[src/hdl/bbw_pkg.sv]
// shared register indexes and constants of the box blur window mean unit
package bbw_pkg;

	localparam int CFG_W = 11;
	localparam int IDX_W = 2;
	localparam int PIX_W = 8;
	localparam int WIN_REG_W = 3;

	localparam logic [IDX_W-1:0] REG_WIDTH = 2'd0;
	localparam logic [IDX_W-1:0] REG_HEIGHT = 2'd1;
	localparam logic [IDX_W-1:0] REG_WINDOW = 2'd2;

	localparam logic OP_PIXEL = 1'b0;
	localparam logic OP_FLUSH = 1'b1;

	localparam logic [CFG_W-1:0] WIDTH_RESET = 11'd1024;
	localparam logic [CFG_W-1:0] HEIGHT_RESET = 11'd1024;
	localparam logic [WIN_REG_W-1:0] WINDOW_RESET = 3'd3;

	localparam int RECIP_SHIFT = 24;
	localparam int RECIP_W = 25;

	// ceil(2^24 / (k*k)) for odd window sides
	function automatic logic [RECIP_W-1:0] recip(input logic [3:0] k);
		logic [RECIP_W-1:0] r;
		unique case (k)
			4'd3: r = 25'd1864136;
			4'd5: r = 25'd671089;
			4'd7: r = 25'd342393;
			4'd9: r = 25'd207127;
			4'd11: r = 25'd138655;
			4'd13: r = 25'd99274;
			4'd15: r = 25'd74566;
			default: r = 25'd16777216;
		endcase
		return r;
	endfunction

endpackage

[src/hdl/bbw_mean_div.sv]
// window sum divided by window area through a reciprocal multiply
module bbw_mean_div #(
	parameter int SUM_W = 16
) (
	input logic clk,
	input logic load,
	input logic [SUM_W-1:0] sum,
	input logic [3:0] k,
	output logic [7:0] mean
);
	logic [SUM_W+bbw_pkg::RECIP_W-1:0] prod_q;

	always_ff @(posedge clk) begin
		if (load) begin
			prod_q <= (SUM_W + bbw_pkg::RECIP_W)'(sum) *
				(SUM_W + bbw_pkg::RECIP_W)'(bbw_pkg::recip(k));
		end
	end

	assign mean = prod_q[bbw_pkg::RECIP_SHIFT +: 8];
endmodule

[config.mk]
export PLATFORM = sky130hd
export DESIGN_NAME = bbw_mean_div
export DESIGN_NICKNAME = d
export VERILOG_FILES = /design/src/hdl/bbw_pkg.sv /design/src/hdl/bbw_mean_div.sv
export SDC_FILE = /design/constraint.sdc
export NUM_CORES = 1
export LEC_CHECK = 0
export ABC_AREA = 1
export BUFFER_PORTS_ARGS = -buffer_cell sky130_fd_sc_hd__buf_2
export CORE_MARGIN = 4
export CORE_UTILIZATION = 36
export DETAILED_ROUTE_END_ITERATION = 6
export MAX_ROUTING_LAYER = met4
export SLEW_MARGIN = 0
export SYNTH_ARGS = -nofsm -noshare
export SYNTH_HDL_FRONTEND = slang
export SYNTH_SLANG_ARGS = --single-unit
[constraint.sdc]
create_clock -name clk -period 7 [get_ports clk]
set_input_delay 0.35 -clock clk [delete_from_list [all_inputs] [get_ports clk]]
set_output_delay 0.35 -clock clk [all_outputs]
set_load 0.05 [all_outputs]
* Word-level counts from Yosys, hierarchy flattened
Cells that the tools add are included.
** Operators by class
- Shifts and indexed selects :: 0
- $add $sub $neg :: 0
- Bitwise logic cells :: 0
- Divide/modulo/power cells :: 0
- Eq/ne operators :: 7
- Reductions and logical operators :: 0
- Muxes and demuxes :: 2
- $lt $le $gt $ge :: 0
- Multipliers :: 1
** Operator list (count)
- one-hot mux 25 bit (7 select lines) :: 1
- multiplier 16 x 25 -> 32 bit :: 1
- two-way mux 25 bit :: 1
- equality test 4 bit, second input constant :: 4
- equality test 4 x 3 -> 1 bit, second input constant :: 2
- equality test 4 x 2 -> 1 bit, second input constant :: 1
** Storage, ports and cells
- Latch bits :: 0
- Bits in registers :: 32
- Memory bits (writable) :: 0
- Memories :: 0
- Input bits :: 22
- Output and inout bits :: 8
- Memory bits (read-only) :: 0
- Word-level logic and storage cells :: 11

* Depth between registers and ports, before layout
Gate-level depths: netlist of the first run.
- Depth in word-level cells :: 4
- Mapped depth :: 33
- Gate-level depth less buffers :: 31

* Worst setup path after synthesis of the first run
No wires, ideal clock.
- Path kind :: input -> register
- From :: in k[0]
- To :: reg prod_q[29] in the netlist's numbering (data pin)
- Buffers on the path :: 2
- Data required time :: 6.748 ns
- Library setup time :: 0.252 ns
- Arrival :: 5.679 ns
- Slack :: 1.069 ns
- Stages on the path :: 27
- Cell sequence :: buf_4 nand3_1 nor2_2 inv_2 nand3_1 buf_2 nand2_1 fa_1 inv_1 fa_1 inv_1 fa_1 inv_1 fa_1 fa_1 inv_1 fa_1 inv_1 ha_1 a21oi_1 o21ai_0 nand2_1 a21oi_1 nor4_1 nand2_1 nand2_1 nand2_1
** Between the ends
- Cells in the longest elaborated chain, start to end :: 4
- Elaborated cells between the ends (all ways) :: 10
- Those cells by class :: mul (1); eq/ne (7); mux (2)
** Ends and longest elaborated chain
- from (decl) :: line bbw_mean_div.sv:8 : input logic [3:0] k,
- equality test 4 bit, or another cell as far along :: line bbw_pkg.sv:26 : unique case (k)
- one-hot mux 25 bit (7 select lines) * :: line bbw_pkg.sv:26
- two-way mux 25 bit * :: line bbw_mean_div.sv:14 : if (load) begin
- multiplier 16 x 25 -> 32 bit * :: line bbw_mean_div.sv:15 : prod_q <= (SUM_W + bbw_pkg::RECIP_W)'(sum) *
- to (signal assigned) :: line bbw_mean_div.sv:15
- to (decl) :: line bbw_mean_div.sv:11 : logic [SUM_W+bbw_pkg::RECIP_W-1:0] prod_q;
Every way passes the cells marked *; elsewhere a longest branch is shown, timed or not. The select of a mux whose other input is x is not followed.
A chain may end at the register's enable or synchronous reset.

* Final worst setup path of the first run
- From :: in k[0]
- To :: reg prod_q[31] in the netlist's numbering (data pin)
Same word-level chain as after synthesis.

==> impl_metrics.csv, run 1 <==
group,metric,value,unit
status,status,"finished clean",
final_layout,layout.nets,1746,
worst_setup_path,crit_path_end_kind,"flip-flop",
route,vias_per_cell,4.87,
route,met1Wirelength,12500,um
worst_setup_path,slowest_stage,"fa_1",
route,postRouteAntennaNets,0,
cts,cts_setup_buffers,0,
worst_setup_path,crit_type,"in2reg",
final_layout,num_antenna_cells,0,
floorplan,core_area,28800,sq um
cts,ctsHoldBuffers,0,
sta,fin_setup_tns,0,ns
floorplan,die_x,179,um
grt,grt_max_degree,18,
synth,yosysSeqAreaShare,0.0228,
cts,cts_max_level,1,
grt,gr-total-overflow,0,
cts,cts_buffers,3,
grt,antenna_found_initial,0,
sta,max_freq,160,MHz
route,avgRoutedWirePerCell,17.7,um
placement,place_area,11200,sq um
synth,synth_edf_count,8,
worst_setup_path,critPathMaxStageDelay,0.52,ns
route,first_pass_iters,6,
route,finalWirelength,31300,um
synth,synth.avg_cell_area,7.75,sq um
power_and_ir_drop,power_leakage,6.15,nW
sta,post-route-period-util,0.894,
final_layout,regArea,240,sq um
floorplan,fp.dieH,179,um
placement,numPortBuffers,29,
synth,synthArstFlopShare,0,
final_layout,largest_reg_flops,8,
cts,cts_root_buf,"clkbuf_16",
worst_setup_path,worst-path-max-fanout,16,
power_and_ir_drop,vdd_drop_max,0.184,mV
final_layout,regMostFlops,"prod_q",
sta,period_minus_slack,6.26,ns
placement,gp_congestion,0.985,
route,route.detailed.drc,0,
run,maxCapViolCount,0,
synth,syn-num-nets,1722,
synth,netlist_area,10600,sq um
cts,cts_max_path_buffers,2,
route,drt_iter0_drc,751,
sta,drv_slew,0,
sta,tightest_slew,0.736,ns
power_and_ir_drop,total_power,2.90,mW
worst_setup_path,worst_ep_required_time,6.98,ns
synth,ys_ff_latch,8,
final_layout,area_growth,7.24,%
floorplan,pin_count,30,
placement,dp_hpwl,27200,um
worst_setup_path,arrival,6.24,ns
final_layout,multi_input_area,8590,sq um
worst_setup_path,startpoint_type,"input pin",
floorplan,rows,62,
sta,max_slew_margin,0.508,
worst_hold_path,hold_class,"in2reg",
grt,grtUsageTotal,0.207,
sta,rsz0062_at_grt,"no",
synth,synth_ff_type,"edfxtp_1",
cts,clk_pin_slew_worst_paths,0.04,ns
cts,post_cts_resized,0,
floorplan,initial_core_util,0.367,
final_layout,stdcell_area,11300,sq um
final_layout,nFillCells,2995,
final_layout,drive_above_1_share,0.0550,
sta,hold_viol_final,0,
floorplan,die_area,32100,sq um
power_and_ir_drop,power_density,256,nW/um^2
grt,grt_pass1_wl,48900,um
route,wl_met3,2180,um
cts,clock-sinks,8,
synth,ys_warn_count,0,
cts,cts_tree,"done",
synth,synth_cell_types,36,
route,wl_met2,15000,um
grt,first_global_vias,8737,
sta,setup_viol_count_final,0,
route,dr_total_vias,8599,
synth,syn_inst,1361,
final_layout,reg_top3,"prod_q (8)",
route,top_layer,"met4",
## through the flow
| stage | instances | hold slack [ns] | utilization | setup WS [ns] |
|---|---|---|---|---|
| 2_1_floorplan | 1361 | 0.462 | - | 1.07 |
| 3_3_place_gp | 1764 | 0.727 | 0.391 | 0.596 |
| 3_5_place_dp | 1764 | 0.727 | 0.391 | 0.512 |
| 4_1_cts | 1767 | 0.488 | 0.393 | 0.752 |
| 5_1_grt | 1767 | 0.488 | 0.393 | 0.372 |
| 6_report | 1767 | 0.484 | 0.393 | 0.741 |
## synth_stat cells, types with 2 or more instances
cell      count  share of area
a21o_1        5         0.0036
a21oi_1      33          0.016
a31oi_1       3         0.0018
buf_1         3         0.0011
buf_2         4         0.0019
buf_4         2         0.0014
clkbuf_1     29          0.010
clkinv_1      4         0.0014
edfxtp_1      8          0.023
fa_1        259           0.49
ha_1         80          0.095
inv_1       408           0.15
inv_2         3         0.0011
nand2_1     285           0.10
nand2_2       2         0.0012
nand2_4       2         0.0021
nand3_1      31          0.015
nand3_2       2         0.0019
nand4_1       7         0.0041
nor2_1      140          0.050
nor2_2        3         0.0018
nor3_1       12         0.0057
nor4_1        2         0.0012
o21ai_0      12         0.0057
o21bai_1      6         0.0043
xnor2_1       3         0.0025
xor2_1        4         0.0033
## worst paths after layout
path | from | to | slack (ns) | depth (start not counted)
min | load | prod_q[29]$_DFFE_PP_ | 0.48 | 1
max | k[0] | prod_q[31]$_DFFE_PP_ | 0.74 | 26
## where the power goes
| part | leakage (nW) | internal [mW] | switching, mW |
|---|---|---|---|
| Combinational | 6.03 | 0.930 | 1.76 |
| Sequential | 0.0781 | 0.104 | 0.00823 |
| Clock | 0.0370 | 0.0737 | 0.0225 |
| Total | 6.15 | 1.11 | 1.80 |
## critical path, delay by kind of cell
family,cells,cell delay [ns]
adders and majority gates,7,3.27
and+or+nand+nor,9,1.25
buffers and inverters,7,0.70
AOI/OAI and AO/OA,3,0.64
## cells in the final DEF (no fill, tap or decap), types with 12 or more instances in the layout
cell type / n
buf_2: 29
nand2_1: 285
nand3_1: 31
ha_1: 80
nor3_1: 12
nor2_1: 140
buf_4: 28
a21oi_1: 33
o21ai_0: 12
inv_1: 408
fa_1: 259
## metal layers
layer / vias up / GRT usage
met5: - / -
met2: 347 / 0.327
li1: 3911 / -
met3: 69 / 0.0200
met4: 0 / 0.0866
met1: 4272 / 0.276
## kinds of logic after synthesis
group,count (synthesis),synth area share
DFF,8,0.0228
xor gates and xnor gates,7,0.00581
AOI/OAI and AO/OA,63,0.0338
adders and majority gates,339,0.586
and+or+nand+nor,490,0.188
buffers and inverters,454,0.163
## final cells by class
cell class | instances | share of cell area
inverters | 415 | 0.138
repair buffers | 58 | 0.0332
flip-flops and latches | 8 | 0.0212
well taps | 384 | 0.0424
clock buffers | 3 | 0.00663
multi-input cells | 899 | 0.759
Note: power is estimated with default switching activity, not from simulation.
==> inputs of run 2 (changes only) <==
--- a/config.mk
+++ b/config.mk
@@ -10,4 +10,5 @@
 export CORE_MARGIN = 4
 export CORE_UTILIZATION = 36
+export CTS_BUF_LIST = sky130_fd_sc_hd__clkbuf_8
 export DETAILED_ROUTE_END_ITERATION = 6
 export MAX_ROUTING_LAYER = met4
==> constraint.sdc (replaced) <==
create_clock -name clk -period 7 [get_ports clk]
set_input_delay 0.7 -clock clk [delete_from_list [all_inputs] [get_ports clk]]
set_output_delay 0.7 -clock clk [all_outputs]
set_load 0.05 [all_outputs]
==> run 2 against run 1 <==
  * Power is 1.4% lower
  * Combinational power hardly changed
  * Critical path type unchanged
  * Die area stayed put
  * Global-route usage is 0.18 points lower
  * Count of clock-buffer cells in the layout stayed put
  * Non-clock buffer count is 14 higher
  * Highest routed layer unchanged
==> impl_metrics.csv, run 2 (same netlist as run 1, synthesis figures left out) <==
group,metric,value,unit
status,status,"finished clean",
final_layout,final_cell_mix,"inv_1, nand2_1, fa_1",
floorplan,core_area,28800,sq um
sta,fin_ws,0.438,ns
route,route.detailed.drc,0,
cts,cts_max_path_buffers,2,
route,drt_iter0_drc,712,
floorplan,initial_core_util,0.367,
worst_hold_path,worstHoldStart,"load",
final_layout,regMostFlops,"prod_q",
sta,rsz0062_at_grt,"no",
cts,cts_max_level,1,
power_and_ir_drop,clkPwrFrac,0.020,
worst_setup_path,worst-path-max-fanout,6,
worst_setup_path,arrival,6.54,ns
floorplan,pin_count,30,
final_layout,layout.nets,1760,
route,avgRoutedWirePerCell,17.2,um
route,finalWirelength,30600,um
worst_hold_path,min_to,"prod_q[30]$_DFFE_PP_",
route,first_pass_iters,6,
run,maxCapViolCount,0,
sta,fin_setup_tns,0,ns
power_and_ir_drop,switching_share,0.624,
worst_setup_path,crit_type,"in2reg",
sta,period_minus_slack,6.56,ns
grt,first_global_vias,8938,
route,dr_total_vias,8674,
cts,cts_tree,"done",
sta,drv_slew,0,
final_layout,fin_util,0.395,
power_and_ir_drop,switching_power,1.78,mW
sta,setup_viol_count_final,0,
final_layout,num_antenna_cells,0,
worst_setup_path,startpoint_type,"input pin",
grt,grt_max_degree,18,
sta,tightest_slew,0.547,ns
sta,max_slew_margin,0.634,
grt,grtUsageTotal,0.206,
worst_hold_path,hold_class,"in2reg",
grt,grt_pass1_wl,49100,um
cts,cts_setup_buffers,0,
final_layout,layout_commonest_cell,"inv_1",
cts,ctsHoldBuffers,0,
grt,gr-total-overflow,0,
route,postRouteAntennaNets,0,
power_and_ir_drop,vdd_drop_max,0.206,mV
route,vias_per_cell,4.87,
floorplan,die_x,179,um
cts,cts_root_buf,"clkbuf_8",
placement,dp_worst_setup_slack,0.263,ns
cts,cts_buffers,3,
sta,post-route-period-util,0.937,
cts,clk_pin_slew_worst_paths,0.04,ns
power_and_ir_drop,power_frac_comb,0.942,
sta,max_freq,152,MHz
final_layout,reg_top3,"prod_q (8)",
cts,clock-sinks,8,
placement,numPortBuffers,29,
placement,gp_congestion,0.959,
power_and_ir_drop,pwr-share-seq,0.038,
worst_hold_path,hold_depth,1,
power_and_ir_drop,power_leakage,6.20,nW
final_layout,area_growth,7.80,%
power_and_ir_drop,intPower,1.08,mW
floorplan,rows,62,
power_and_ir_drop,power_density,251,nW/um^2
sta,hold_viol_final,0,
worst_setup_path,crit_path_end_kind,"flip-flop",
final_layout,largest_reg_flops,8,
grt,antenna_found_initial,0,
final_layout,drive_above_1_share,0.0644,
placement,dp_hpwl,27400,um
floorplan,fp.dieH,179,um
cts,post_cts_resized,0,
worst_setup_path,worst_ep_required_time,6.98,ns
floorplan,die_area,32100,sq um
==> run 2: metal layers <==
metal	vias up	GRT usage	routed length, um
li1	3935	-	-
met1	4333	0.278	12300
met2	355	0.333	14900
met3	51	0.0259	2520
met4	0	0.0498	890
met5	-	-	0
==> run 2: power groups by stage <==
stage                     Clock, mW  Combinational, mW  Sequential, mW
final                        0.0564               2.70           0.109
after global routing         0.0606               3.10           0.111
after CTS                    0.0576               2.74           0.110
after detailed placement          0               2.71           0.110
after global placement            0               2.71           0.112
after floorplan                   0               1.86           0.196
==> run 2: worst max-delay path by stage <==
stage | from | to | slack (ns) | cells after the start
detailed placement | k[2] | prod_q[29]$_DFFE_PP_ | 0.26 | 28
CTS | k[2] | prod_q[29]$_DFFE_PP_ | 0.48 | 28
global placement | k[2] | prod_q[27]$_DFFE_PP_ | 0.29 | 25
floorplan | k[0] | prod_q[29]$_DFFE_PP_ | 0.72 | 27
finish | k[2] | prod_q[29]$_DFFE_PP_ | 0.44 | 28
global route | k[2] | prod_q[29]$_DFFE_PP_ | 0.14 | 28
==> run 2: metrics by stage <==
stage | area [sq um] | hold WS (ns) | power, mW | instances
after floorplan | 10600 | 0.812 | 2.05 | 1361
after global placement | 11300 | 1.07 | 2.82 | 1778
after detailed placement | 11300 | 1.06 | 2.82 | 1778
after CTS | 11400 | 0.821 | 2.91 | 1781
after global routing | 11400 | 0.827 | 3.27 | 1781
final | 11400 | 0.815 | 2.86 | 1781
==> run 2: critical path: stages <==
cell	delay, ns
buf_2	0.14
inv_2	0.11
nand2_1	0.08
nor2_1	0.17
inv_1	0.11
nand3_1	0.23
buf_4	0.20
nand2_1	0.07
fa_1	0.55
inv_1	0.05
fa_1	0.51
inv_1	0.06
fa_1	0.53
inv_1	0.05
fa_1	0.45
fa_1	0.50
inv_1	0.06
fa_1	0.50
inv_1	0.05
ha_1	0.33
a21oi_1	0.32
o21ai_0	0.13
nand2_1	0.08
a21oi_1	0.08
nor4_1	0.27
nand2_1	0.08
nand2_1	0.07
nand2_1	0.05
==> run 2: area by class of cell <==
cell class                 count  area [sq um]
clock buffer                   3          41.3
timing repair buffer          72           468
tap                          384           480
fill                        2940         17400
inverter                     415          1560
multi-input combinational    899          8590
sequential                     8           240
==> inputs of run 3 (changes only) <==
Settings changed: ABC_AREA 1 to not set.
Clock period 7 ns to 6 ns, I/O delays scaled along.
==> run 3 against run 2 <==
  * The run now ends with negative setup slack left
  * Power down 0.42%
  * Sequential share of layout area down 0.30 points
  * Non-clock buffer count up 177
  * Hold slack worse by 0.086 ns
  * Core utilization up 8.2 points
==> impl_metrics.csv, run 3 <==
group,metric,value,unit
final_layout,reg_top3,"prod_q (8)",
power_and_ir_drop,pwr-share-seq,0.045,
synth,syn_inst,1167,
status,status,"finished with violations",
synth,ys_warn_count,0,
grt,grt_max_degree,17,
synth,ys_ff_latch,8,
sta,rsz0062_at_grt,"yes",
synth,synth.top_cell.area_share,0.508,
synth,ys_top_cells_by_count,"inv_1, fa_1, nand2_1",
floorplan,rows,61,
synth,synth_top_area_cell,"fa_1",
final_layout,num_antenna_cells,0,
placement,numPortBuffers,29,
synth,synth_area_leaders,"fa_1, inv_1, ha_1",
floorplan,die_area,31100,sq um
worst_setup_path,arrival,6.40,ns
placement,dp_worst_setup_slack,-0.877,ns
cts,ctsHoldBuffers,0,
worst_setup_path,startpoint_type,"input pin",
synth,netlist_area,10200,sq um
cts,clk_pin_slew_worst_paths,0.04,ns
sta,max_freq,156,MHz
sta,hold_viol_final,0,
power_and_ir_drop,intPower,1.39,mW
sta,tightest_slew,0.374,ns
route,route.detailed.drc,0,
final_layout,layout.nets,1732,
route,dr_total_vias,8305,
power_and_ir_drop,power_frac_comb,0.933,
cts,cts_max_level,1,
worst_hold_path,hold_depth,1,
route,finalWirelength,30700,um
synth,syn-num-nets,1528,
power_and_ir_drop,power_density,214,nW/um^2
status,violations,"negative setup slack",
sta,max_slew_margin,0.751,
floorplan,die_x,176,um
worst_hold_path,min_to,"prod_q[28]$_DFFE_PP_",
power_and_ir_drop,total_power,2.85,mW
power_and_ir_drop,vdd_drop_max,0.253,mV
floorplan,core_area,27900,sq um
sta,setup_viol_count_final,8,
synth,yosysMostFrequentCell,"inv_1",
cts,cts_buffers,3,
route,drt_iter0_drc,491,
cts,cts_root_buf,"clkbuf_8",
run,maxCapViolCount,0,
synth,yosysSeqAreaShare,0.0235,
grt,first_global_vias,8801,
synth,synth.avg_cell_area,8.74,sq um
floorplan,pin_count,30,
route,first_pass_iters,6,
placement,dp_hpwl,27100,um
power_and_ir_drop,switching_share,0.511,
sta,period_minus_slack,6.43,ns
grt,antenna_found_initial,0,
worst_setup_path,worst_ep_required_time,5.97,ns
placement,gp_congestion,0.978,
final_layout,regMostFlops,"prod_q",
synth,synth_edf_count,8,
route,vias_per_cell,4.75,
sta,drv_slew,0,
worst_setup_path,crit_type,"in2reg",
final_layout,area_growth,30.2,%
final_layout,final_cell_mix,"inv_1, fa_1, buf_4",
worst_hold_path,hold_class,"in2reg",
grt,grtUsageTotal,0.212,
worst_setup_path,crit_path_end_kind,"flip-flop",
worst_hold_path,worstHoldStart,"load",
final_layout,largest_reg_flops,8,
grt,grt_pass1_wl,49100,um
route,postRouteAntennaNets,0,
synth,synth_ff_type,"edfxtp_1",
synth,synth_cell_types,45,
sta,post-route-period-util,1.07,
route,avgRoutedWirePerCell,17.6,um
cts,cts_tree,"done",
cts,cts_max_path_buffers,2,
worst_setup_path,crit_start,"k[1]",
final_layout,drive_above_1_share,0.279,
floorplan,initial_core_util,0.366,
synth,synthArstFlopShare,0,
final_layout,fin_util,0.477,
sta,fin_ws,-0.429,ns
final_layout,layout_commonest_cell,"inv_1",
grt,gr-total-overflow,0,
power_and_ir_drop,switching_power,1.46,mW
floorplan,fp.dieH,176,um
power_and_ir_drop,power_leakage,6.66,nW
cts,clock-sinks,8,
power_and_ir_drop,clkPwrFrac,0.022,
worst_setup_path,worst-path-max-fanout,12,
[run 3: cell types whose count changed in the layout (fill, tap and decap cells not counted), moves of 16 or more]
cell | previous run | this run
buf_12 | 0 | 16
nor2_1 | 140 | 48
and2_1 | 0 | 62
nand2_1 | 285 | 144
inv_1 | 408 | 315
buf_4 | 43 | 194
and3_1 | 0 | 17
a21oi_1 | 33 | 11
nand3_1 | 31 | 9
[run 3: cell families after synthesis]
group	synth area share
muxes	0.00307
xor gates and xnor gates	0.0172
and+or+nand+nor	0.162
adders and majority gates	0.606
AOI/OAI and AO/OA	0.0472
buffers and inverters	0.141
DFF	0.0235
[run 3: worst max path at each step]
stage,cells past startpoint,to,slack (ns)
floorplan,23,prod_q[28]$_DFFE_PP_,-0.21
global placement,24,prod_q[28]$_DFFE_PP_,-0.82
detailed placement,24,prod_q[28]$_DFFE_PP_,-0.88
CTS,25,prod_q[25]$_DFFE_PP_,-0.38
global route,26,prod_q[28]$_DFFE_PP_,-0.60
finish,24,prod_q[28]$_DFFE_PP_,-0.43
[run 3: repair_timing]
action / 4_1_cts / 5_1_grt
endpoints found under the setup margin: 8 / 8
endpoints found under the hold margin: 0 / 0
resized for setup: 37 / 78
buffers inserted: 13 / 10
pin swaps: 16 / 44
cloned: 2 / 0
[run 3: layer usage]
layer / track usage / vias up / wire (um)
li1: - / 3781 / -
met1: 0.285 / 4249 / 13000
met2: 0.345 / 233 / 15200
met3: 0.0274 / 42 / 1770
met4: 0.0496 / 0 / 860
met5: - / - / 0
[run 3: worst max-delay path, stage by stage]
cell,delay [ns]
buf_8,0.12
o31a_1,0.33
buf_12,0.16
buf_12,0.13
buf_12,0.14
nand2_1,0.13
buf_4,0.16
nor2_1,0.06
fa_1,0.40
fa_1,0.47
fa_1,0.64
fa_2,0.45
fa_1,0.49
inv_1,0.05
fa_1,0.48
inv_1,0.06
ha_4,0.22
a21oi_2,0.22
nor3_2,0.06
a211o_1,0.23
o21bai_4,0.19
a311oi_4,0.28
o21bai_1,0.15
xor2_1,0.16
[run 3: per-stage QoR]
step | instances | area [sq um] | setup TNS, ns | hold slack [ns]
floorplan | 1167 | 10600 | -0.760 | 0.712
global placement | 1719 | 12600 | -5.67 | 0.961
detailed placement | 1719 | 12600 | -6.20 | 0.961
CTS | 1737 | 12900 | -2.66 | 0.719
global route | 1747 | 13300 | -4.37 | 0.730
finish | 1747 | 13300 | -3.01 | 0.729
[run 3: layout make-up]
| class | count | area (sq um) |
|---|---|---|
| multi-input cells | 778 | 9190 |
| well taps | 378 | 473 |
| inverters | 331 | 1240 |
| flip-flops and latches | 8 | 240 |
| clock buffers | 3 | 41.3 |
| repair buffers | 249 | 2100 |
| fillers | 2717 | 14600 |
[run 3: power by group through the flow]
stage                     sequential, mW  combinational, mW  clock [mW]
after floorplan                    0.201               1.49           0
after global placement             0.131               2.37           0
after detailed placement           0.129               2.39           0
after CTS                          0.131               2.49      0.0650
after global routing               0.130               2.95      0.0676
final                              0.128               2.66      0.0629
